### src/hdl/yrc_pkg.sv
package yrc_pkg;

    // Operation codes carried in the operation field.
    typedef enum logic {
        OP_YUV2RGB = 1'b0,
        OP_RGB2YUV = 1'b1
    } yrc_op_t;

    // Configuration register indexes.
    localparam int unsigned CfgIdxW  = 8;
    localparam int unsigned CfgDataW = 8;
    localparam logic [CfgIdxW-1:0] REG_SWAP_PIXEL_ORDER  = CfgIdxW'(0);
    localparam logic [CfgIdxW-1:0] REG_FORCE_GRAY_CHROMA = CfgIdxW'(1);

    // Truncating x*coef/1000 for 8-bit x is done as (x*M) >> RecipShift with
    // M = ceil(coef * 2^RecipShift / 1000). The rounding error of M stays
    // below 255/2^20, well under the 1/1000 step, so the result is exact.
    localparam int unsigned RecipShift = 20;
    localparam longint ScaleDen = 1000;
    localparam int unsigned MulW  = 21;
    localparam int unsigned ProdW = 8 + MulW;

    localparam logic [MulW-1:0] Mul299  =
        MulW'(((longint'(299)  << RecipShift) + ScaleDen - 1) / ScaleDen);
    localparam logic [MulW-1:0] Mul587  =
        MulW'(((longint'(587)  << RecipShift) + ScaleDen - 1) / ScaleDen);
    localparam logic [MulW-1:0] Mul114  =
        MulW'(((longint'(114)  << RecipShift) + ScaleDen - 1) / ScaleDen);
    localparam logic [MulW-1:0] Mul711  =
        MulW'(((longint'(711)  << RecipShift) + ScaleDen - 1) / ScaleDen);
    localparam logic [MulW-1:0] Mul560  =
        MulW'(((longint'(560)  << RecipShift) + ScaleDen - 1) / ScaleDen);
    localparam logic [MulW-1:0] Mul1402 =
        MulW'(((longint'(1402) << RecipShift) + ScaleDen - 1) / ScaleDen);
    localparam logic [MulW-1:0] Mul714  =
        MulW'(((longint'(714)  << RecipShift) + ScaleDen - 1) / ScaleDen);
    localparam logic [MulW-1:0] Mul344  =
        MulW'(((longint'(344)  << RecipShift) + ScaleDen - 1) / ScaleDen);
    localparam logic [MulW-1:0] Mul1772 =
        MulW'(((longint'(1772) << RecipShift) + ScaleDen - 1) / ScaleDen);

    localparam logic [7:0] ChromaOffset = 8'd128;
    localparam logic [7:0] GrayLevel    = 8'd128;

    // Signed chroma term, at most +-226 in magnitude.
    typedef logic signed [9:0] yrc_term_t;

    typedef struct packed {
        logic       operation;
        logic [7:0] luma_first;
        logic [7:0] chroma_u;
        logic [7:0] luma_second;
        logic [7:0] chroma_v;
        logic [7:0] red_in;
        logic [7:0] green_in;
        logic [7:0] blue_in;
    } yrc_in_t;

    typedef struct packed {
        logic [7:0] red_first;
        logic [7:0] green_first;
        logic [7:0] blue_first;
        logic [7:0] red_second;
        logic [7:0] green_second;
        logic [7:0] blue_second;
        logic [7:0] luma_out;
        logic [7:0] chroma_u_out;
        logic [7:0] chroma_v_out;
    } yrc_out_t;

    // Intermediate results held between the two arithmetic stages.
    typedef struct packed {
        logic       operation;
        logic [7:0] luma_first;
        logic [7:0] luma_second;
        yrc_term_t  red_v;
        yrc_term_t  green_u;
        yrc_term_t  green_v;
        yrc_term_t  blue_u;
        logic [7:0] luma_calc;
        logic [7:0] red_711;
        logic [7:0] blue_560;
    } yrc_mid_t;

    // Configuration state seen by the output stage.
    typedef struct packed {
        logic swap_pixel_order;
        logic force_gray_chroma;
    } yrc_cfg_t;

    function automatic logic [8:0] scale_mag(input logic [7:0] x, input logic [MulW-1:0] mul);
        logic [ProdW-1:0] prod;
        prod = ProdW'(x) * ProdW'(mul);
        return prod[ProdW-1:RecipShift];
    endfunction

    // Distance of a chroma sample from 128, 0..128.
    function automatic logic [7:0] chroma_dist(input logic [7:0] c);
        logic [7:0] offset_mag;
        offset_mag = c[7] ? {1'b0, c[6:0]} : (ChromaOffset - c);
        return offset_mag;
    endfunction

    function automatic yrc_term_t apply_sign(input logic [8:0] mag, input logic neg);
        yrc_term_t t;
        t = signed'({1'b0, mag});
        return neg ? -t : t;
    endfunction

    function automatic logic [7:0] clip8(input logic signed [10:0] s);
        logic [7:0] c;
        if (s[10]) begin
            c = 8'd0;
        end else if (|s[9:8]) begin
            c = 8'd255;
        end else begin
            c = s[7:0];
        end
        return c;
    endfunction

endpackage

### src/hdl/yrc_in_if.sv
interface yrc_in_if import yrc_pkg::*; ();
    logic    valid;
    logic    ready;
    yrc_in_t data;

    modport source (output valid, output data, input ready);
    modport sink   (input valid, input data, output ready);
endinterface

### src/hdl/yrc_out_if.sv
interface yrc_out_if import yrc_pkg::*; ();
    logic     valid;
    logic     ready;
    yrc_out_t data;

    modport source (output valid, output data, input ready);
    modport sink   (input valid, input data, output ready);
endinterface

### src/hdl/yrc_cfg_if.sv
interface yrc_cfg_if import yrc_pkg::*; ();
    logic                valid;
    logic                ready;
    logic [CfgIdxW-1:0]  index;
    logic [CfgDataW-1:0] data;

    modport source (output valid, output index, output data, input ready);
    modport sink   (input valid, input index, input data, output ready);
endinterface

### src/hdl/yuv_rgb_color_converter.sv
// Channel    | Modport | Payload                               | Transaction
// -----------+---------+---------------------------------------+------------------------
// cfg        | sink    | index, data (bit 0 is the new value)  | one register write
// pixel_in   | sink    | operation, YUYV macropixel or RGB     | one conversion request
// pixel_out  | source  | two RGB pixels and one YUV triple     | one conversion result
//
// One transaction enters per clock unless back-pressure holds the pipeline. Its result
// passes through the input register, the register after the first multiplier rank
// and the output register before it is offered on pixel_out.
// Reset (rst_n low, asynchronous) empties all stages and clears both settings.
// Back-pressure on pixel_out holds the output register and ripples back only
// through full stages, so up to three transactions wait while the output stalls.
module yuv_rgb_color_converter
    import yrc_pkg::*;
(
    input  logic         clk,
    input  logic         rst_n,
    yrc_cfg_if.sink      cfg,
    yrc_in_if.sink       pixel_in,
    yrc_out_if.source    pixel_out
);

    // Pipeline stage registers. Only the valid bits carry reset.
    logic     in_valid_reg;
    yrc_in_t  in_data_reg;
    logic     mid_valid_reg;
    yrc_mid_t mid_data_reg;
    logic     out_valid_reg;
    yrc_out_t out_data_reg;

    // Configuration registers and their next values.
    logic swap_reg;
    logic swap_next;
    logic gray_reg;
    logic gray_next;

    // Per-stage load enables: a stage may load when it is empty or when its
    // content moves on in the same cycle.
    logic out_load;
    logic mid_load;
    logic in_load;

    yrc_mid_t mid_calc;
    yrc_out_t out_calc;
    yrc_cfg_t cfg_state;

    assign out_load = !out_valid_reg || pixel_out.ready;
    assign mid_load = !mid_valid_reg || out_load;
    assign in_load  = !in_valid_reg || mid_load;

    assign pixel_in.ready  = in_load;
    assign pixel_out.valid = out_valid_reg;
    assign pixel_out.data  = out_data_reg;

    // Register writes are always taken; an unknown index changes nothing.
    assign cfg.ready = 1'b1;

    always_comb
    begin
        swap_next = swap_reg;
        gray_next = gray_reg;
        if (cfg.valid) begin
            unique case (cfg.index)
                REG_SWAP_PIXEL_ORDER:  swap_next = cfg.data[0];
                REG_FORCE_GRAY_CHROMA: gray_next = cfg.data[0];
                default:               ;
            endcase
        end
    end

    assign cfg_state.swap_pixel_order  = swap_reg;
    assign cfg_state.force_gray_chroma = gray_reg;

    // First arithmetic stage: all products that depend on the inputs alone,
    // plus the luma sum of the RGB to YUV path.
    yrc_terms u_terms (
        .item (in_data_reg),
        .mid  (mid_calc)
    );

    // Second stage: products of the computed luma, sums, clipping, gray forcing,
    // pixel ordering and the per-mode selection of result fields.
    yrc_combine u_combine (
        .mid    (mid_data_reg),
        .cfg    (cfg_state),
        .result (out_calc)
    );

    always_ff @(posedge clk or negedge rst_n)
    begin
        if (!rst_n) begin
            in_valid_reg  <= 1'b0;
            mid_valid_reg <= 1'b0;
            out_valid_reg <= 1'b0;
            swap_reg      <= 1'b0;
            gray_reg      <= 1'b0;
        end else begin
            swap_reg <= swap_next;
            gray_reg <= gray_next;
            if (in_load) begin
                in_valid_reg <= pixel_in.valid;
            end
            if (mid_load) begin
                mid_valid_reg <= in_valid_reg;
            end
            if (out_load) begin
                out_valid_reg <= mid_valid_reg;
            end
        end
    end

    always_ff @(posedge clk)
    begin
        if (in_load && pixel_in.valid) begin
            in_data_reg <= pixel_in.data;
        end
        if (mid_load && in_valid_reg) begin
            mid_data_reg <= mid_calc;
        end
        if (out_load && mid_valid_reg) begin
            out_data_reg <= out_calc;
        end
    end

endmodule

### src/hdl/yrc_terms.sv
module yrc_terms
    import yrc_pkg::*;
(
    input  yrc_in_t  item,
    output yrc_mid_t mid
);

    logic [7:0] dist_u;
    logic [7:0] dist_v;
    logic [8:0] red_299;
    logic [8:0] green_587;
    logic [8:0] blue_114;
    logic [8:0] red_711;
    logic [8:0] blue_560;

    always_comb
    begin
        dist_u = chroma_dist(item.chroma_u);
        dist_v = chroma_dist(item.chroma_v);

        red_299   = scale_mag(item.red_in, Mul299);
        green_587 = scale_mag(item.green_in, Mul587);
        blue_114  = scale_mag(item.blue_in, Mul114);
        red_711   = scale_mag(item.red_in, Mul711);
        blue_560  = scale_mag(item.blue_in, Mul560);

        mid.operation   = item.operation;
        mid.luma_first  = item.luma_first;
        mid.luma_second = item.luma_second;
        // (V-128) and (U-128) are negative below 128; (128-U) and (128-V)
        // are negative above it. A zero distance gives zero either way.
        mid.red_v   = apply_sign(scale_mag(dist_v, Mul1402), !item.chroma_v[7]);
        mid.green_u = apply_sign(scale_mag(dist_u, Mul714), item.chroma_u[7]);
        mid.green_v = apply_sign(scale_mag(dist_v, Mul344), item.chroma_v[7]);
        mid.blue_u  = apply_sign(scale_mag(dist_u, Mul1772), !item.chroma_u[7]);
        mid.luma_calc = red_299[7:0] + green_587[7:0] + blue_114[7:0];
        mid.red_711   = red_711[7:0];
        mid.blue_560  = blue_560[7:0];
    end

endmodule

### src/hdl/yrc_combine.sv
module yrc_combine
    import yrc_pkg::*;
(
    input  yrc_mid_t mid,
    input  yrc_cfg_t cfg,
    output yrc_out_t result
);

    logic [8:0]  y_711;
    logic [8:0]  y_560;
    logic [23:0] pix_a;
    logic [23:0] pix_b;

    function automatic logic [23:0] make_pixel(input logic [7:0] y, input yrc_mid_t m,
                                               input logic gray);
        logic signed [10:0] ys;
        logic signed [10:0] sr;
        logic signed [10:0] sg;
        logic signed [10:0] sb;
        logic [7:0]         g;
        logic [7:0]         b;
        ys = signed'({3'b000, y});
        sr = ys + {m.red_v[9], m.red_v};
        sg = ys + {m.green_u[9], m.green_u} + {m.green_v[9], m.green_v};
        sb = ys + {m.blue_u[9], m.blue_u};
        g  = gray ? GrayLevel : clip8(sg);
        b  = gray ? GrayLevel : clip8(sb);
        return {clip8(sr), g, b};
    endfunction

    always_comb
    begin
        y_711 = scale_mag(mid.luma_calc, Mul711);
        y_560 = scale_mag(mid.luma_calc, Mul560);
        pix_a = make_pixel(mid.luma_first, mid, cfg.force_gray_chroma);
        pix_b = make_pixel(mid.luma_second, mid, cfg.force_gray_chroma);

        result = '0;
        if (mid.operation == OP_RGB2YUV) begin
            result.luma_out     = mid.luma_calc;
            result.chroma_u_out = mid.blue_560 + ChromaOffset - y_560[7:0];
            result.chroma_v_out = mid.red_711 + ChromaOffset - y_711[7:0];
        end else if (cfg.swap_pixel_order) begin
            {result.red_first, result.green_first, result.blue_first}    = pix_b;
            {result.red_second, result.green_second, result.blue_second} = pix_a;
        end else begin
            {result.red_first, result.green_first, result.blue_first}    = pix_a;
            {result.red_second, result.green_second, result.blue_second} = pix_b;
        end
    end

endmodule

### src/flat_wrapper.sv
// flat-port wrapper written by rule: the top's interface ports become plain ports
module yuv_rgb_color_converter_flat import yrc_pkg::*;
  (clk, rst_n, cfg_valid, cfg_index, cfg_data, cfg_ready, pixel_in_valid, pixel_in_data, pixel_in_ready, pixel_out_valid, pixel_out_data, pixel_out_ready);
  yrc_cfg_if cfg_i ();
  yrc_in_if pixel_in_i ();
  yrc_out_if pixel_out_i ();
  input  logic clk;
  input  logic rst_n;
  input wire logic [$bits(cfg_i.valid)-1:0] cfg_valid;
  input wire logic [$bits(cfg_i.index)-1:0] cfg_index;
  input wire logic [$bits(cfg_i.data)-1:0] cfg_data;
  output wire logic [$bits(cfg_i.ready)-1:0] cfg_ready;
  input wire logic [$bits(pixel_in_i.valid)-1:0] pixel_in_valid;
  input wire logic [$bits(pixel_in_i.data)-1:0] pixel_in_data;
  output wire logic [$bits(pixel_in_i.ready)-1:0] pixel_in_ready;
  output wire logic [$bits(pixel_out_i.valid)-1:0] pixel_out_valid;
  output wire logic [$bits(pixel_out_i.data)-1:0] pixel_out_data;
  input wire logic [$bits(pixel_out_i.ready)-1:0] pixel_out_ready;
  assign cfg_i.valid = cfg_valid;
  assign cfg_i.index = cfg_index;
  assign cfg_i.data = cfg_data;
  assign cfg_ready = cfg_i.ready;
  assign pixel_in_i.valid = pixel_in_valid;
  assign pixel_in_i.data = pixel_in_data;
  assign pixel_in_ready = pixel_in_i.ready;
  assign pixel_out_valid = pixel_out_i.valid;
  assign pixel_out_data = pixel_out_i.data;
  assign pixel_out_i.ready = pixel_out_ready;
  yuv_rgb_color_converter u_core (.clk(clk), .rst_n(rst_n), .cfg(cfg_i), .pixel_in(pixel_in_i), .pixel_out(pixel_out_i));
endmodule
### config.mk
export PLATFORM = sky130hd
export DESIGN_NAME = yuv_rgb_color_converter_flat
export DESIGN_NICKNAME = d
export VERILOG_FILES = /design/src/hdl/yrc_pkg.sv /design/src/hdl/yrc_in_if.sv /design/src/hdl/yrc_out_if.sv /design/src/hdl/yrc_cfg_if.sv /design/src/hdl/yuv_rgb_color_converter.sv /design/src/hdl/yrc_terms.sv /design/src/hdl/yrc_combine.sv /design/src/flat_wrapper.sv
export SDC_FILE = /design/constraint.sdc
export NUM_CORES = 1
export LEC_CHECK = 0
export BUFFER_PORTS_ARGS = -buffer_cell sky130_fd_sc_hd__buf_2
export CAP_MARGIN = 20
export CELL_PAD_IN_SITES_DETAIL_PLACEMENT = 0
export CELL_PAD_IN_SITES_GLOBAL_PLACEMENT = 1
export CORE_UTILIZATION = 46
export CTS_CLUSTER_DIAMETER = 60
export DETAILED_ROUTE_END_ITERATION = 7
export PLACE_DENSITY = 0.82
export SLEW_MARGIN = 25
export SYNTH_ARGS = -nofsm -noshare
export SYNTH_HDL_FRONTEND = slang
export SYNTH_SLANG_ARGS = --single-unit
### constraint.sdc
create_clock -name clk -period 6.1 [get_ports clk]
set_input_delay 0.915 -clock clk [delete_from_list [all_inputs] [get_ports clk]]
set_output_delay 0.915 -clock clk [all_outputs]
set_load 0.02 [all_outputs]
==> results of run 1 <==
-- critical path, cell delays in order (launching register included) --
cell	delay, ns
edfxtp_1	0.42
fa_2	0.64
fa_1	0.46
fa_1	0.50
inv_1	0.05
fa_1	0.52
inv_2	0.05
ha_4	0.21
and2_4	0.13
o21ai_2	0.13
o21ai_2	0.08
o41ai_4	0.31
buf_4	0.19
nand2_4	0.06
a21oi_2	0.16
xor2_1	0.10
fa_1	0.53
inv_2	0.06
ha_4	0.16
fa_2	0.35
a21o_1	0.20
a21oi_2	0.14
o21bai_1	0.09
a21oi_1	0.18
xnor2_1	0.15
xnor2_1	0.08
-- cells in the final DEF (no fill, tap or decap), drive strengths merged, types with 15 or more instances in the layout --
master / count
a21oi: 125
fa: 303
nand2: 97
clkbuf: 36
and3: 16
a21o: 58
a31oi: 18
o211ai: 21
xnor2: 86
and2: 35
nor3: 45
inv: 612
or3: 16
nor2b: 35
a211oi: 15
nand3: 28
ha: 690
nor4: 15
edfxtp: 210
o21bai: 24
o21a: 26
nor2: 125
or2: 19
nand2b: 31
o21ai: 86
a22o: 27
xor2: 56
buf: 365
-- stage by stage --
stage               setup TNS (ns)  setup WS [ns]  hold slack (ns)  area (um^2)
global placement            -0.157        -0.0882            0.403        34100
detailed placement          -0.324        -0.0841            0.406        34100
CTS                        -0.0929        -0.0929           0.0903        35200
floorplan                  -0.0413        -0.0413            0.400        31000
finish                      -0.113         -0.113            0.118        36200
global route                 -1.02         -0.352           0.0991        36200
-- kinds of logic (layout without fill, tap and decap cells) --
logic type	after synthesis	count (layout)	synth area share
adder cells (fa/ha/maj)	993	993	0.476
multiplexers	13	13	0.00454
buffers and inverters	635	1026	0.0774
AND/OR/NAND/NOR	496	496	0.0812
flip-flops	215	215	0.208
AO/OA/AOI/OAI	511	511	0.112
XOR/XNOR	142	142	0.0403
other	1	1	0.000121
-- final timing paths --
path	startpoint	end	slack, ns	cells past startpoint
worst max register to register	u_core.in_data_reg[7]$_DFFE_PP_	u_core.mid_data_reg[23]$_DFFE_PP_	-0.11	25
worst min-delay path	rst_n	u_core.pixel_out.valid$_DFFE_PN0P_	0.12	1
worst max-delay path	u_core.in_data_reg[7]$_DFFE_PP_	u_core.mid_data_reg[23]$_DFFE_PP_	-0.11	25
worst min register to register	u_core.in_data_reg[32]$_DFFE_PP_	u_core.mid_data_reg[64]$_DFFE_PP_	0.40	0
min in group clk	u_core.in_data_reg[32]$_DFFE_PP_	u_core.mid_data_reg[64]$_DFFE_PP_	0.40	0
max in group asynchronous	rst_n	u_core.gray_reg$_DFFE_PN0P_	5.85	1
-- metal layers --
metal,vias up,wire [um],part of all wire,global-route usage
met4,0,1650,0.023,0.0428
met2,352,33400,0.47,0.351
li1,11100,-,-,-
met5,-,0,0,0
met1,10700,34200,0.48,0.298
met3,84,2260,0.032,0.0149
-- cell usage after synthesis, types with 14 or more instances --
cell,n,share of area
a21o_1,58,0.014
a21oi_1,125,0.020
a22o_1,27,0.0077
a31oi_1,18,0.0036
and2_1,35,0.0071
and3_1,16,0.0032
clkbuf_1,29,0.0035
edfxtp_1,210,0.20
fa_1,303,0.20
ha_1,690,0.28
inv_1,603,0.073
nand2_1,97,0.012
nand2b_1,31,0.0063
nand3_1,28,0.0045
nand4_1,14,0.0028
nor2_1,125,0.015
nor2b_1,35,0.0071
nor3_1,44,0.0071
nor4_1,15,0.0030
o211ai_1,21,0.0051
o21a_1,26,0.0063
o21ai_0,84,0.014
o21bai_1,24,0.0058
or2_2,19,0.0038
or3_1,16,0.0032
xnor2_1,86,0.024
xor2_1,56,0.016
-- cell type report --
type,count,share of cell area
multi-input cells,2156,0.634
well taps,864,0.0299
flip-flops and latches,215,0.178
repair buffers,365,0.0671
clock buffers,36,0.0220
inverters,603,0.0626
clock inverters,22,0.00616
-- what timing repair did --
action	CTS	global route
hold buffers	0	0
setup endpoints to repair	7	27
resized for setup	10	147
buffers inserted	2	31
pin swaps	2	98
==> summary.txt, run 1 <==
Status
  • Status: complete, but fails checks
  • Failing checks: DRC, setup timing

Critical path
  • Crit Path Max Fanout: 2
  • Worst EP arrival: around 6.5 ns
  • CP Class: flop to flop
  • Setup crit end kind: flop
  • CP required: about 6.4 ns
  • Startpoint Class: flop

CTS
  • CTS root buf: clkbuf_16
  • H-tree Lvls: 1
  • CTS tree: built
  • Clock Latency Late Sink: approximately 0.60 ns
  • CTS sink count: ~220
  • CTS Buf Count: 31
  • Clock tree buffer depth: 3
  • Reg clk slew, reported paths: 0.06 ns

Synthesis
  • Post-synthesis cell count: between 3000 and 4000
  • Avg Cell Area, Syn: 10.3 um^2
  • Ys flop type: edfxtp_1
  • FFs w/ async S/R, synth: 0.0233
  • Synth unique cells: between 70 and 80
  • Sequential fraction of the synthesis area: 0.208
  • Synth Net Count: roughly 4100
  • Cell Area, Synth: ~31000 um^2
  • Yosys warning total: 0
  • Number of synthesized flops with an enable pin: 210
  • Synthesized flop and latch total: 215

GRT
  • Total global routing overflow: 0
  • Largest net degree at the start of global routing: 73
  • Vias in the first global route: between 20000 and 25000
  • First-pass GRT wire length: ~110 mm
  • GR Util All Layers: 0.210
  • Initial antenna violation count: 0

Layout
  • Multi-input logic area: between 20000 and 25000 um^2
  • N_diodes: 0
  • Layout cell share with drive strength beyond 1: 0.173
  • Fill cells: ~5800
  • Area Growth Syn to Fin: 17.1%
  • Largest register FFs: a little over 80
  • Storage element area: between 6000 and 7000 um^2
  • Share of the core filled with cells: 0.547
  • Nets: between 4000 and 5000
  • Post-Layout Cell Count: ~4300

Floorplanning
  • I/O Pins: 153
  • Die span in x: roughly 260 um
  • Core ar.: between 60000 and 70000 um^2
  • Starting Density: 0.467
  • Die extent in y: ~260 um
  • Row Count: 94
  • Die area: around 70000 um^2

Routing
  • Via count: ~22000
  • Avg WL per Cell: roughly 17 um
  • Routed vias/inst: approximately 5.2
  • Iteration-0 DRC Markers: 1168
  • Post-route DRC violation count: 15
  • WL final: roughly 71 mm
  • DR pass1 iterations: 8
  • DRT antenna net count: 0

Timing
  • Rel. slew slack: 0.327
  • Final Max Tran Viols: 0
  • Endpoints failing setup: 1
  • Slew of the pin with the lowest slew margin: around 1 ns
  • Max Fclk: 161 MHz
  • Setup Skew: slightly below 0.03 ns
  • Crit path time final: 6.21 ns
  • RSZ-0062 raised after global routing: true
  • Part of the cycle the worst path needs: 1.02
  • Worst Setup Slack, final: -0.113 ns
  • Final hold violation count: 0

Placement
  • Placed instance count: around 4200
  • GP Congestion: slightly above 0.9
  • Final HPWL DP: about 60 mm
  • Port bufs: ~140

Min path
  • Worst hold path type: primary input to async pin

Flow run
  • Max_cap viols: 0
Power of run 1 is not shown: default switching activity piles up to over one toggle a cycle in this logic, so the estimate is an artifact.
==> run 2, diff against run 1 <==
- GPL_TIMING_DRIVEN: default -> 0
==> run 2 against run 1 <==
Effect of this change: the flow still finishes with violations (DRC, setup timing); register-to-register slack got worse by 0.05 ns; via count increased by 0.79%; first-iteration DRC count increased by 1.2%; largest cell class unchanged; worst setup slack got worse by 0.054 ns; sequential cell count unchanged; critical path depth unchanged; highest routed layer unchanged; utilization increased by 0.57 points; count of clock-buffer cells in the layout unchanged.
==> summary.txt, run 2 (synthesis gave the netlist of run 1 again) <==
Layout
  • N_diodes: 0 (unchanged)
  • Largest register FFs: 81 (unchanged)
  • Fill cells: 5682 (was 5789)
  • Most frequent cells in the layout: 640 x ha_1, 575 x inv_1, 291 x fa_1, 210 x edfxtp_1, 156 x buf_4 (was 660 x ha_1, 592 x inv_1, 299 x fa_1, 211 x buf_4, 210 x edfxtp_1)
  • Layout cell share with drive strength beyond 1: 0.181 (was 0.173)
  • Nets: 4425 (was 4443)
  • Share of the core filled with cells: 0.553 (was 0.547)
  • Post-Layout Cell Count: 4243 (was 4261)
  • Area Growth Syn to Fin: 18.3% (was 17.1%)
  • Commonest non-fill, non-tap cell in the layout: ha_1 (unchanged)

CTS
  • Hold_buf cts: 0 (unchanged)
  • H-tree Lvls: 1 (unchanged)
  • Clock Latency Late Sink: 0.60 ns (about the same)
  • CTS root buf: clkbuf_16 (unchanged)
  • CTS tree: built (unchanged)
  • CTS sink count: 215 (unchanged)
  • Reg clk slew, reported paths: 0.06 ns (about the same)
  • CTS Buf Count: 31 (unchanged)
  • Clock tree buffer depth: 3 (unchanged)

Critical path
  • Setup crit end kind: flop (unchanged)
  • Flop2flop setup slack: -0.17 ns (was -0.11 ns)
  • Reg2Reg Capture Point: u_core.mid_data_reg[23]$_DFFE_PP_ (unchanged)
  • CP Class: flop to flop (unchanged)
  • CP bufs+invs: 4 (unchanged)
  • Levels on crit path: 25 (unchanged)
  • Most frequent CP cell: fa_1 (unchanged)
  • Startpoint Class: flop (unchanged)
  • Worst Setup SP: u_core.in_data_reg[6]$_DFFE_PP_ (was u_core.in_data_reg[7]$_DFFE_PP_)
  • Crit Path Max Fanout: 3 (was 2)
  • FF-to-FF Start: u_core.in_data_reg[6]$_DFFE_PP_ (was u_core.in_data_reg[7]$_DFFE_PP_)
  • Worst EP arrival: 6.61 ns (was 6.54 ns)
  • Critical path's largest stage delay: 0.65 ns (was 0.64 ns)
  • Worst r2r path cells: 25 (unchanged)
  • Crit-path slowest cell: fa_2 (unchanged)
  • CP top delay family: adder cells (unchanged)
  • Worst Setup EP: u_core.mid_data_reg[23]$_DFFE_PP_ (unchanged)
  • CP required: 6.44 ns (was 6.42 ns)

Timing
  • Endpoints failing setup: 2 (was 1)
  • Crit path time final: 6.27 ns (was 6.21 ns)
  • Slew of the pin with the lowest slew margin: 0.902 ns (was 1.01 ns)
  • Setup TNS: -0.209 ns (was -0.113 ns)
  • Worst Setup Slack, final: -0.167 ns (was -0.113 ns)
  • Final hold violation count: 0 (unchanged)
  • Rel. slew slack: 0.398 (was 0.327)
  • RSZ-0062 raised after global routing: true (unchanged)
  • Part of the cycle the worst path needs: 1.03 (was 1.02)
  • Max Fclk: 160 MHz (was 161 MHz)
  • Final Max Tran Viols: 0 (unchanged)
  • Setup Skew: 0.0189 ns (was 0.0291 ns)

GRT
  • Initial antenna violation count: 0 (unchanged)
  • Total global routing overflow: 0 (unchanged)
  • First-pass GRT wire length: 116 mm (was 114 mm)
  • Vias in the first global route: 22500 (was 22200)
  • GR Util All Layers: 0.215 (was 0.210)
  • Largest net degree at the start of global routing: 55 (was 73)

Routing
  • Avg WL per Cell: 17.3 um (was 16.8 um)
  • Iteration-0 DRC Markers: 1182 (was 1168)
  • Routed vias/inst: 5.28 (was 5.22)
  • WL final: 73.2 mm (was 71.4 mm)
  • Post-route DRC violation count: 17 (was 15)
  • DR pass1 iterations: 8 (unchanged)
  • DRT antenna net count: 0 (unchanged)
  • Via count: 22400 (was 22200)

Status
  • Failing checks: DRC, setup timing (unchanged)
  • Status: complete, but fails checks (unchanged)

Placement
  • GP Congestion: 0.904 (was 0.928)
  • Final HPWL DP: 58.6 mm (was 60.0 mm)
  • Port bufs: 144 (unchanged)
  • Placed instance count: 4017 (was 4172)
  • Pre-CTS setup slack: -1.20 ns (was -0.0841 ns)

Flow run
  • Max_cap viols: 0 (unchanged)

Floorplanning
  • Starting Density: 0.467 (unchanged)
  • Core ar.: 66100 um^2 (unchanged)
  • Die extent in y: 261 um (unchanged)
  • Die span in x: 261 um (unchanged)
  • I/O Pins: 153 (unchanged)
  • Die area: 68200 um^2 (unchanged)
  • Row Count: 94 (unchanged)

Min path
  • Worst hold path type: primary input to async pin (unchanged)
==> run 2: how the worst min path moves through the flow <==
stage / startpoint / endpoint / cells after the start
2_1_floorplan: u_core.in_data_reg[32]$_DFFE_PP_ / u_core.mid_data_reg[64]$_DFFE_PP_ / 0
3_3_place_gp: u_core.in_data_reg[51]$_DFFE_PP_ / u_core.mid_data_reg[75]$_DFFE_PP_ / 0
3_5_place_dp: u_core.in_data_reg[51]$_DFFE_PP_ / u_core.mid_data_reg[75]$_DFFE_PP_ / 0
4_1_cts: rst_n / u_core.swap_reg$_DFFE_PN0P_ / 1
5_1_grt: rst_n / u_core.swap_reg$_DFFE_PN0P_ / 1
6_report: rst_n / u_core.pixel_out.valid$_DFFE_PN0P_ / 1
==> run 2: routing by layer <==
metal  wire length, um  vias up  global-route usage  share of wire
li1                  -    11000                   -              -
met1             33600    10800               0.296           0.46
met2             34500      489               0.360           0.47
met3              3370      106              0.0263          0.046
met4              1830        0              0.0552          0.025
met5                 0        -                   0              0
==> run 2: final cells by class <==
class | count | area, um^2 | share of cell area
clock buffers | 36 | 795 | 0.0217
plain buffers | 28 | 143 | 0.00390
repair buffers | 319 | 2170 | 0.0593
multi-input cells | 2156 | 23400 | 0.640
clock inverters | 22 | 274 | 0.00750
flip-flops and latches | 215 | 6430 | 0.176
well taps | 864 | 1080 | 0.0296
inverters | 603 | 2270 | 0.0623
==> run 2: repair_timing <==
action	in CTS	in global routing
endpoints found under the setup margin	45	28
buffers inserted	113	61
pin swaps	67	120
gates resized for setup	114	156
==> run 2: per-stage QoR <==
step,hold WS [ns],instance area (um^2)
after floorplan,0.400,31000
after global placement,0.404,32800
after detailed placement,0.405,32900
after CTS,0.0972,35300
after global routing,0.117,36500
final,0.129,36500
Power of run 2 is left out for the same reason.
